`src/rtl/sha256_pkg.sv`:
```
// Shared types, constants and round functions of the SHA-256 engine.
// Used by sha256_ctrl, sha256_dp and sha256_hash_engine_core; no dependencies.
package sha256_pkg;

  localparam int unsigned BlockBytes = 64;
  localparam int unsigned Rounds     = 64;
  localparam int unsigned HashWords  = 8;

  localparam logic [7:0] PadMark = 8'h80;
  localparam logic [5:0] LenStart = 6'd56;
  localparam logic [5:0] FillLast = 6'd63;
  localparam logic [5:0] RoundLast = 6'd63;
  localparam logic [2:0] WordLast = 3'd7;

  localparam logic [31:0] ROUND_K [0:63] = '{
    32'h428a2f98, 32'h71374491, 32'hb5c0fbcf, 32'he9b5dba5,
    32'h3956c25b, 32'h59f111f1, 32'h923f82a4, 32'hab1c5ed5,
    32'hd807aa98, 32'h12835b01, 32'h243185be, 32'h550c7dc3,
    32'h72be5d74, 32'h80deb1fe, 32'h9bdc06a7, 32'hc19bf174,
    32'he49b69c1, 32'hefbe4786, 32'h0fc19dc6, 32'h240ca1cc,
    32'h2de92c6f, 32'h4a7484aa, 32'h5cb0a9dc, 32'h76f988da,
    32'h983e5152, 32'ha831c66d, 32'hb00327c8, 32'hbf597fc7,
    32'hc6e00bf3, 32'hd5a79147, 32'h06ca6351, 32'h14292967,
    32'h27b70a85, 32'h2e1b2138, 32'h4d2c6dfc, 32'h53380d13,
    32'h650a7354, 32'h766a0abb, 32'h81c2c92e, 32'h92722c85,
    32'ha2bfe8a1, 32'ha81a664b, 32'hc24b8b70, 32'hc76c51a3,
    32'hd192e819, 32'hd6990624, 32'hf40e3585, 32'h106aa070,
    32'h19a4c116, 32'h1e376c08, 32'h2748774c, 32'h34b0bcb5,
    32'h391c0cb3, 32'h4ed8aa4a, 32'h5b9cca4f, 32'h682e6ff3,
    32'h748f82ee, 32'h78a5636f, 32'h84c87814, 32'h8cc70208,
    32'h90befffa, 32'ha4506ceb, 32'hbef9a3f7, 32'hc67178f2
  };

  localparam logic [31:0] HASH_IV [0:7] = '{
    32'h6a09e667, 32'hbb67ae85, 32'h3c6ef372, 32'ha54ff53a,
    32'h510e527f, 32'h9b05688c, 32'h1f83d9ab, 32'h5be0cd19
  };

  typedef enum logic [2:0] {
    ST_IDLE,
    ST_LOAD,
    ST_ROUND,
    ST_UPDATE,
    ST_PAD,
    ST_LEN,
    ST_OUT
  } state_t;

  typedef enum logic [1:0] {
    SRC_MSG,
    SRC_MARK,
    SRC_ZERO,
    SRC_LEN
  } byte_src_t;

  typedef struct packed {
    logic       byte_en;
    byte_src_t  byte_src;
    logic       vars_load;
    logic       round_en;
    logic [5:0] round;
    logic       hash_add;
    logic       clear;
    logic [2:0] word_sel;
  } cmd_t;

  typedef struct packed {
    logic [5:0] fill;
  } status_t;

  function automatic logic [31:0] rotr(input logic [31:0] x, input int unsigned n);
    rotr = (x >> n) | (x << (32 - n));
  endfunction

  function automatic logic [31:0] big_sigma0(input logic [31:0] x);
    big_sigma0 = rotr(x, 2) ^ rotr(x, 13) ^ rotr(x, 22);
  endfunction

  function automatic logic [31:0] big_sigma1(input logic [31:0] x);
    big_sigma1 = rotr(x, 6) ^ rotr(x, 11) ^ rotr(x, 25);
  endfunction

  function automatic logic [31:0] small_sigma0(input logic [31:0] x);
    small_sigma0 = rotr(x, 7) ^ rotr(x, 18) ^ (x >> 3);
  endfunction

  function automatic logic [31:0] small_sigma1(input logic [31:0] x);
    small_sigma1 = rotr(x, 17) ^ rotr(x, 19) ^ (x >> 10);
  endfunction

endpackage

```
`src/rtl/sha256_dp.sv`:
```
// Datapath of the SHA-256 engine: block shift line, message schedule window,
// working variables, hash state, fill and bit counters. Depends on sha256_pkg.
module sha256_dp (
  input  logic                clk,
  input  logic                rst,
  input  sha256_pkg::cmd_t    cmd,
  input  logic [7:0]          msg_byte,
  output sha256_pkg::status_t status,
  output logic [31:0]         digest_word
);
  import sha256_pkg::*;

  logic [511:0] blk;
  logic [31:0]  hash [0:7];
  logic [31:0]  vars [0:7];
  logic [5:0]   fill;
  logic [63:0]  bit_count;

  logic [7:0]   byte_in;
  logic [2:0]   len_lane;
  logic [31:0]  w0, w1, w9, w14, w_new;
  logic [31:0]  t1, t2, choose, major;

  assign len_lane = ~fill[2:0];
  assign w0  = blk[511:480];
  assign w1  = blk[479:448];
  assign w9  = blk[223:192];
  assign w14 = blk[63:32];

  always_comb begin
    unique case (cmd.byte_src)
      SRC_MSG:  byte_in = msg_byte;
      SRC_MARK: byte_in = PadMark;
      SRC_ZERO: byte_in = 8'h00;
      SRC_LEN:  byte_in = bit_count[{len_lane, 3'b000} +: 8];
      default:  byte_in = 8'h00;
    endcase
  end

  assign w_new  = small_sigma1(w14) + w9 + small_sigma0(w1) + w0;
  assign choose = (vars[4] & vars[5]) ^ (~vars[4] & vars[6]);
  assign major  = (vars[0] & vars[1]) ^ (vars[0] & vars[2]) ^ (vars[1] & vars[2]);
  assign t1     = vars[7] + big_sigma1(vars[4]) + choose + ROUND_K[cmd.round] + w0;
  assign t2     = big_sigma0(vars[0]) + major;

  always_ff @(posedge clk) begin
    if (rst) begin
      fill      <= '0;
      bit_count <= '0;
      for (int i = 0; i < HashWords; i++) hash[i] <= HASH_IV[i];
    end else begin
      if (cmd.clear) begin
        fill      <= '0;
        bit_count <= '0;
        for (int i = 0; i < HashWords; i++) hash[i] <= HASH_IV[i];
      end else begin
        if (cmd.byte_en) begin
          fill <= fill + 6'd1;
          if (cmd.byte_src == SRC_MSG) bit_count <= bit_count + 64'd8;
        end
        if (cmd.hash_add) begin
          for (int i = 0; i < HashWords; i++) hash[i] <= hash[i] + vars[i];
        end
      end
    end
  end

  always_ff @(posedge clk) begin
    if (cmd.byte_en) begin
      blk <= {blk[503:0], byte_in};
    end else if (cmd.round_en) begin
      blk <= {blk[479:0], w_new};
    end
    if (cmd.vars_load) begin
      for (int i = 0; i < HashWords; i++) vars[i] <= hash[i];
    end else if (cmd.round_en) begin
      vars[7] <= vars[6];
      vars[6] <= vars[5];
      vars[5] <= vars[4];
      vars[4] <= vars[3] + t1;
      vars[3] <= vars[2];
      vars[2] <= vars[1];
      vars[1] <= vars[0];
      vars[0] <= t1 + t2;
    end
  end

  assign status.fill = fill;
  assign digest_word = hash[cmd.word_sel];

endmodule

```
`src/rtl/sha256_ctrl.sv`:
```
// Controller of the SHA-256 engine: request intake, padding sequence, round
// count and digest word output. Depends on sha256_pkg; drives sha256_dp.
module sha256_ctrl (
  input  logic                clk,
  input  logic                rst,
  input  logic                in_valid,
  output logic                in_ready,
  input  logic                byte_present,
  input  logic                end_of_message,
  output logic                out_valid,
  input  logic                out_ready,
  input  sha256_pkg::status_t status,
  output sha256_pkg::cmd_t    cmd
);
  import sha256_pkg::*;

  state_t     state, state_next;
  logic [5:0] round;
  logic [2:0] word;
  logic       fin;
  logic       mark_done;
  logic       len_done;

  always_comb begin
    state_next = state;
    unique case (state)
      ST_IDLE: begin
        if (in_valid) begin
          if (byte_present && status.fill == FillLast) state_next = ST_LOAD;
          else if (end_of_message)                      state_next = ST_PAD;
        end
      end
      ST_LOAD:  state_next = ST_ROUND;
      ST_ROUND: if (round == RoundLast) state_next = ST_UPDATE;
      ST_UPDATE: begin
        if (!fin)          state_next = ST_IDLE;
        else if (len_done) state_next = ST_OUT;
        else               state_next = ST_PAD;
      end
      ST_PAD: begin
        if (mark_done && status.fill == LenStart) state_next = ST_LEN;
        else if (status.fill == FillLast)         state_next = ST_LOAD;
      end
      ST_LEN:   if (status.fill == FillLast) state_next = ST_LOAD;
      ST_OUT:   if (out_ready && word == WordLast) state_next = ST_IDLE;
      default:  state_next = ST_IDLE;
    endcase
  end

  always_comb begin
    in_ready      = 1'b0;
    out_valid     = 1'b0;
    cmd           = '0;
    cmd.byte_src  = SRC_MSG;
    cmd.round     = round;
    cmd.word_sel  = word;
    unique case (state)
      ST_IDLE: begin
        in_ready    = 1'b1;
        cmd.byte_en = in_valid && byte_present;
      end
      ST_LOAD:   cmd.vars_load = 1'b1;
      ST_ROUND:  cmd.round_en  = 1'b1;
      ST_UPDATE: cmd.hash_add  = 1'b1;
      ST_PAD: begin
        cmd.byte_en  = !(mark_done && status.fill == LenStart);
        cmd.byte_src = mark_done ? SRC_ZERO : SRC_MARK;
      end
      ST_LEN: begin
        cmd.byte_en  = 1'b1;
        cmd.byte_src = SRC_LEN;
      end
      ST_OUT: begin
        out_valid = 1'b1;
        cmd.clear = out_ready && word == WordLast;
      end
      default: ;
    endcase
  end

  always_ff @(posedge clk) begin
    if (rst) begin
      state     <= ST_IDLE;
      round     <= '0;
      word      <= '0;
      fin       <= 1'b0;
      mark_done <= 1'b0;
      len_done  <= 1'b0;
    end else begin
      state <= state_next;
      if (state == ST_LOAD)  round <= '0;
      if (state == ST_ROUND) round <= round + 6'd1;
      if (state == ST_IDLE && in_valid && end_of_message) fin <= 1'b1;
      if (state == ST_PAD && !mark_done) mark_done <= 1'b1;
      if (state == ST_LEN && status.fill == FillLast) len_done <= 1'b1;
      if (state == ST_OUT && out_ready) begin
        word <= word + 3'd1;
        if (word == WordLast) begin
          fin       <= 1'b0;
          mark_done <= 1'b0;
          len_done  <= 1'b0;
        end
      end
    end
  end

  a_out_after_len: assert property (@(posedge clk) disable iff (rst)
    out_valid |-> (fin && len_done))
    else $error("digest shown before length block was compressed");

  a_round_end: assert property (@(posedge clk) disable iff (rst)
    (state == ST_ROUND && round == RoundLast) |=> state == ST_UPDATE)
    else $error("round sequence did not end in hash update");

  a_len_aligned: assert property (@(posedge clk) disable iff (rst)
    (state == ST_LEN) |-> (status.fill[5:3] == LenStart[5:3] && mark_done))
    else $error("length bytes outside final eight block positions");

  a_word_reset: assert property (@(posedge clk) disable iff (rst)
    (state != ST_OUT) |-> word == 3'd0)
    else $error("digest word index not rewound");

endmodule

```
`src/rtl/sha256_hash_engine_core.sv`:
```
// Top level of the SHA-256 hash engine: joins sha256_ctrl and sha256_dp.
// Depends on sha256_pkg.
//
//   channel | signals                                       | direction
//   --------+-----------------------------------------------+----------
//   in      | in_valid, in_ready, msg_byte, byte_present,   | request in
//           | end_of_message                                |
//   out     | out_valid, out_ready, digest_word,            | request out
//           | word_number, last_word                        |
//
// A message byte is taken whenever in_ready is high; every 64th byte starts a
// compression (one load, 64 rounds of the shared round unit, one hash update).
// The end request adds padding and length bytes and one or two compressions,
// then eight digest words, one per accepted request.
// Synchronous reset restores the initial hash values and clears all counters.
// in_ready is low while a block pads or compresses or the digest is out;
// out_ready low holds the current digest word.
module sha256_hash_engine_core (
  input  logic        clk,
  input  logic        rst,
  input  logic        in_valid,
  output logic        in_ready,
  input  logic [7:0]  msg_byte,
  input  logic        byte_present,
  input  logic        end_of_message,
  output logic        out_valid,
  input  logic        out_ready,
  output logic [31:0] digest_word,
  output logic [2:0]  word_number,
  output logic        last_word
);
  import sha256_pkg::*;

  cmd_t    cmd;
  status_t status;

  sha256_ctrl u_ctrl (
    .clk            (clk),
    .rst            (rst),
    .in_valid       (in_valid),
    .in_ready       (in_ready),
    .byte_present   (byte_present),
    .end_of_message (end_of_message),
    .out_valid      (out_valid),
    .out_ready      (out_ready),
    .status         (status),
    .cmd            (cmd)
  );

  sha256_dp u_dp (
    .clk         (clk),
    .rst         (rst),
    .cmd         (cmd),
    .msg_byte    (msg_byte),
    .status      (status),
    .digest_word (digest_word)
  );

  assign word_number = cmd.word_sel;
  assign last_word   = (cmd.word_sel == WordLast);

endmodule

```
`config.mk`:
```
export PLATFORM = sky130hd
export DESIGN_NAME = sha256_hash_engine_core
export DESIGN_NICKNAME = d
export VERILOG_FILES = /design/src/rtl/sha256_pkg.sv /design/src/rtl/sha256_dp.sv /design/src/rtl/sha256_ctrl.sv /design/src/rtl/sha256_hash_engine_core.sv
export SDC_FILE = /design/constraint.sdc
export NUM_CORES = 2
export LEC_CHECK = 0
export BUFFER_PORTS_ARGS = -buffer_cell sky130_fd_sc_hd__clkbuf_2
export CORE_ASPECT_RATIO = 0.6
export CORE_MARGIN = 3
export CORE_UTILIZATION = 50
export CTS_CLUSTER_SIZE = 8
export DETAILED_ROUTE_END_ITERATION = 10
export PLACE_DENSITY = 0.65
export SLEW_MARGIN = 20
export SYNTH_ARGS = -nofsm -noshare
export SYNTH_HDL_FRONTEND = slang
export SYNTH_HIERARCHICAL = 1
export SYNTH_SLANG_ARGS = --single-unit
```
`constraint.sdc`:
```
create_clock -name clk -period 11 [get_ports clk]
set_input_delay 2.2 -clock clk [delete_from_list [all_inputs] [get_ports clk]]
set_output_delay 2.2 -clock clk [all_outputs]
set_load 0.02 [all_outputs]
```
---- Word-level counts from Yosys, hierarchy flattened ----
Memories as Yosys holds them, arrays and structs flattened. A register that Yosys moved wholly into a read port is not among the register bits.
Cells that the tools add are included.
word-level totals
  RAM bits ................................ 512
  memories ................................ 3
  bits in latches ......................... 0
  input bits .............................. 14
  word-level logic and storage cells ...... 199
  bits in registers ....................... 597
  bits in read-only memories .............. 2048
cells by class
  reductions and logical operators ........ 18
  shift operators ......................... 1
  $mul .................................... 0
  order comparisons ....................... 1
  eq/ne operators ......................... 17
  div/mod/pow operators ................... 0
  bitwise operators ....................... 53
  multiplexer cells ....................... 75
  $add $sub $neg .......................... 22
memory list
  name              depth  bits a word  rd ports  clocked after memory_dff  wr ports  line             text
  (name not given)  64     32           1         0                         0         sha256_dp.sv:43  assign t1 = vars[7] + big_sigma1(vars[4]) + choose + ROUND_K[cmd.round] + w0;
  u_dp.hash         8      32           9         1                         8         sha256_dp.sv:14  logic [31:0] hash [0:7];
  u_dp.vars         8      32           8         0                         8         sha256_dp.sv:15  logic [31:0] vars [0:7];
operators by type and width
  operator                 count
  $mux W512                2
  $mux W32                 26
  $add A32 B32 Y32         18
  $xor A32 B32 Y32         9
  $and A32 B32 Y32         5
  $add A64 B4 Y64 const B  1
  $shiftx A64 B7 Y8        1
  $not A32 Y32             1
  $or A10 B32 Y32          1
  $or A13 B32 Y32          1
  $or A14 B32 Y32          1
  $or A15 B32 Y32          1
  $or A19 B32 Y32          1
  $or A21 B32 Y32          1
  $or A25 B32 Y32          1
  $or A26 B32 Y32          1
  $or A30 B32 Y32          1
  $or A7 B32 Y32           1
  $pmux W8 S4              1
  $xor A32 B22 Y32         1
  $xor A32 B29 Y32         1
  $mux W3                  10
  $mux W1                  29
  $or A1 B1 Y1             24
  27 further kinds         48

---- Longest topological paths before layout ----
An unclocked memory read counts as a cell.
  depth after elaboration ................. 10
  gate-level depth with buffers ........... 39
  gate-level depth less buffers ........... 38

---- Cells and area by module ----
The synthesis kept the hierarchy.
modules (own cells, without submodules)
  module                   cells each  area each (sq um)  instances
  sha256_dp                6923        73630.6            1
  sha256_ctrl              113         849.6              1
  sha256_hash_engine_core  1           6.3                1

---- Least setup slack after synthesis ----
OpenSTA, ideal clock, no wires.
  kind .................................... input to register
  from .................................... input port in_valid
  to ...................................... register u_dp.blk[0] (enable)
  library setup time ...................... 668 ps
  path slack .............................. 948 ps
  required time ........................... 10332 ps
  stages .................................. 6
  arrival time ............................ 9384 ps
  buffers on the path ..................... 3
  path through ............................ a31oi_1 nor3_1 buf_2 clkbuf_1 buf_1 or2_2
RTL lines
  element               line                           text
  start, declared       sha256_hash_engine_core.sv:21  input logic in_valid,
  end signal, assigned  sha256_dp.sv:70                blk <= {blk[503:0], byte_in};
  end signal, assigned  sha256_dp.sv:72                blk <= {blk[479:0], w_new};
  end, declared         sha256_dp.sv:13                logic [511:0] blk;

==> results.yml <==
power_and_ir_drop:
  power_frac_comb_pct: 39.9
  pwr-share-clk_pct: 27.4
  ir_drop_uv: 230.8
  p_sw_mw: 6.144
  power.leakage_nw: 30.85
  seqPwrFrac_pct: 32.6
  p_int_mw: 10.44
  sw_frac_of_total_pct: 37.04
  cellPowerDensity_mw_per_mm2: 203.8
  power_mw: 16.59
die:
  floorplan.initialDensity_pct: 50.48
  die_y_um: 305.0
  dieArea_mm2: 0.1538
  die_x_um: 504.3
  io_pins: 52
  core_area_mm2: 0.1476
  fp-row-count: 109
yosys:
  ys.flop_type: "edfxtp_1"
  synth_nets: 7637
  synth-edff-count: 992
  ys.warnings.count: 6
  synth_area_leader_cell: "edfxtp_1"
  synthAdderAreaFrac_pct: 11.86
  synthDistinctLibCells: 97
  async_flop_share_pct: 0
  synth-xor-area-share_pct: 7.325
  synth.area.top_cells: "edfxtp_1 (40%), mux2_2 (7.7%), ha_1 (6.6%)"
  synth_compound_gate_area_share_pct: 11.72
  synthSimpleGateAreaFrac_pct: 11.44
  syn_inst: 7037
  synth_top_family_by_area: "adder cells"
  synth_top_area_share_pct: 39.99
  avgSynthCellArea_um2: 10.58
  netlist_area_mm2: 0.07449
  synth_seq_cells: 1106
  synth_mux_area_share_pct: 10.91
  yosysSeqAreaShare_pct: 43.06
clocking:
  post_cts_buffers: 0
  clockRootBuffer: "clkbuf_16"
  clkSlewWorstSetupHoldPaths_ns: 0.07
  cts_sinks: 1106
  cts_tree: "done"
  ctsHtreeMaxLevel: 4
  cts_hold_buf: 0
  clk_latency_ns: 0.81
  cts_resized: 0
  clockBufferDepth: 3
  cts_made_buffers: 156
setup_path:
  crit_path_top_delay_cell: "a2111oi_1"
  slowest_delay_ns: 0.74
  worstPathArrival_ns: 10.62
  cp_max_fo: 45
  required_ns: 11.51
  critPathCaptureType: "register"
  critPathKind: "reg2reg"
  critPathMostFrequentCell: "o21ai_0"
  startpoint_type: "register"
  r2r_setup_slack_ns: 0.89
timing:
  fin_crit_ns: 10.11
  grt_setup_unrepaired: "false"
  max_freq_mhz: 98.91
  slew_violations: 0
  setup-violations-final: 0
  setup_tns_ns: 0
  relSlewSlack_pct: 18.25
  skew_ns: 0.03862
  hold_violations: 0
  period_share_pct: 91.92
  tightest_slew_ns: 1.213
finish:
  layout-drive-gt1-share_pct: 13.85
  layout_commonest_cell: "nand2_1"
  fin_nets: 7625
  layout_common_cells: "nand2_1 (1008), edfxtp_1 (992), mux2_2 (510)"
  area_growth_pct: 9.272
flow_run:
  maxCapViolations: 0
placement:
  routabilityCongestion: 1.016
  hpwl_um: 178500
  io_buffers: 51
worst_hold_path:
  hold_class: "reg2reg"
detailed_routing:
  antenna_left: 0
  wirelength_um: 237600
  avgViaCountPerCell: 6.157
  drt_iter0_drc: 8130
  wl_per_cell_um: 26.13
  vias: 55980
  firstDrtPassIters: 8
  drc: 0
global_route:
  grt_pass1_wl_um: 348900
  grt_max_degree: 176
  overflow: 0
  grt_pass1_vias: 51950
  track_usage_pct: 30.29
  antenna_found_initial: 7
outcome:
  status: "complete, no violations"
[state kept, by name (all words and copies together) (netlist names)]
name              cells
u_ctrl/fin            1
u_ctrl/len_done       1
u_ctrl/mark_done      1
u_ctrl/round          6
u_ctrl/state          3
u_ctrl/word           3
u_dp/bit_count       61
u_dp/blk            512
u_dp/hash           256
u_dp/status           6
u_dp/vars           256
[synth_stat cells, drive strengths merged (81+ instances only)]
master	count
nand2	1009
edfxtp	992
mux2	510
nor2	411
inv	405
o21ai	402
a21oi	397
ha	391
xnor2	390
clkbuf	277
xor2	233
fa	195
a21o	170
dfxtp	114
nor3	98
nand3	93
mux4	81
[critical path, delay by kind of cell, from the launching register on]
kind,cells,cell delay [ns]
flip-flops,1,0.69
adder cells (fa/ha/maj),6,2.49
AO/OA/AOI/OAI,14,4.09
buffers and inverters,4,0.89
AND/OR/NAND/NOR,5,1.27
XOR/XNOR,2,0.34
[cells by family after synthesis]
| logic type | after synthesis |
|---|---|
| adders and majority gates | 590 |
| buffers and inverters | 729 |
| and+or+nand+nor | 1947 |
| muxes | 647 |
| AOI/OAI and AO/OA | 1395 |
| xor gates and xnor gates | 623 |
| DFF | 1106 |
[cell type report]
| type | count | area, um^2 |
|---|---|---|
| clock buffer | 210 | 4159 |
| inverter | 409 | 1538 |
| sequential | 1106 | 32090 |
| multi-input combinational | 5202 | 39740 |
| clock inverter | 13 | 270.3 |
| fill | 12860 | 66170 |
| tap | 1998 | 2500 |
| timing repair buffer | 150 | 1086 |
| antenna | 3 | 7.507 |
[layer usage]
metal  GRT usage, %  up-vias  part of all wire [%]
met3          11.63      278                    14
met1          50.26    27570                    49
met5              0        -                 0.024
met2          35.78     2931                    36
li1               -    25200                     -
met4          5.632        8                   1.5
[path summary, 6_finish.rpt]
kind                                         from                              end  cells after the start
setup / recovery     u_ctrl/round[2]$_SDFFE_PP0P_       u_dp/vars[0][28]$_DFFE_PP_                     31
setup reg to reg     u_ctrl/round[2]$_SDFFE_PP0P_       u_dp/vars[0][28]$_DFFE_PP_                     31
hold / removal    u_dp/bit_count[55]$_SDFFE_PP0P_  u_dp/bit_count[55]$_SDFFE_PP0P_                      2
hold reg to reg   u_dp/bit_count[55]$_SDFFE_PP0P_  u_dp/bit_count[55]$_SDFFE_PP0P_                      2
[power by group through the flow]
stage               clock, mW  combinational [mW]  sequential, mW
floorplan                   0                4.69            5.34
global placement            0                6.31            5.47
detailed placement          0                6.38            5.48
CTS                      4.63                6.45            5.40
global route             4.81                7.21            5.44
finish                   4.55                6.62            5.41
[metrics by stage]
| step | utilization, % | setup slack, ns | instances | cell area (um^2) | hold WS, ns |
|---|---|---|---|---|---|
| after global routing | 55.15 | 0.3223 | 9088 | 81390 | 0.5192 |
| after floorplan | - | 0.9479 | 7037 | 74490 | 0.4587 |
| after detailed placement | 52.15 | 1.214 | 8865 | 76950 | 0.4883 |
| after CTS | 55.15 | 1.178 | 9088 | 81380 | 0.4956 |
| after global placement | 52.14 | 1.196 | 8865 | 76940 | 0.4696 |
| final | 55.16 | 0.8893 | 9091 | 81390 | 0.4969 |
Power figures use the tool's default switching activity.
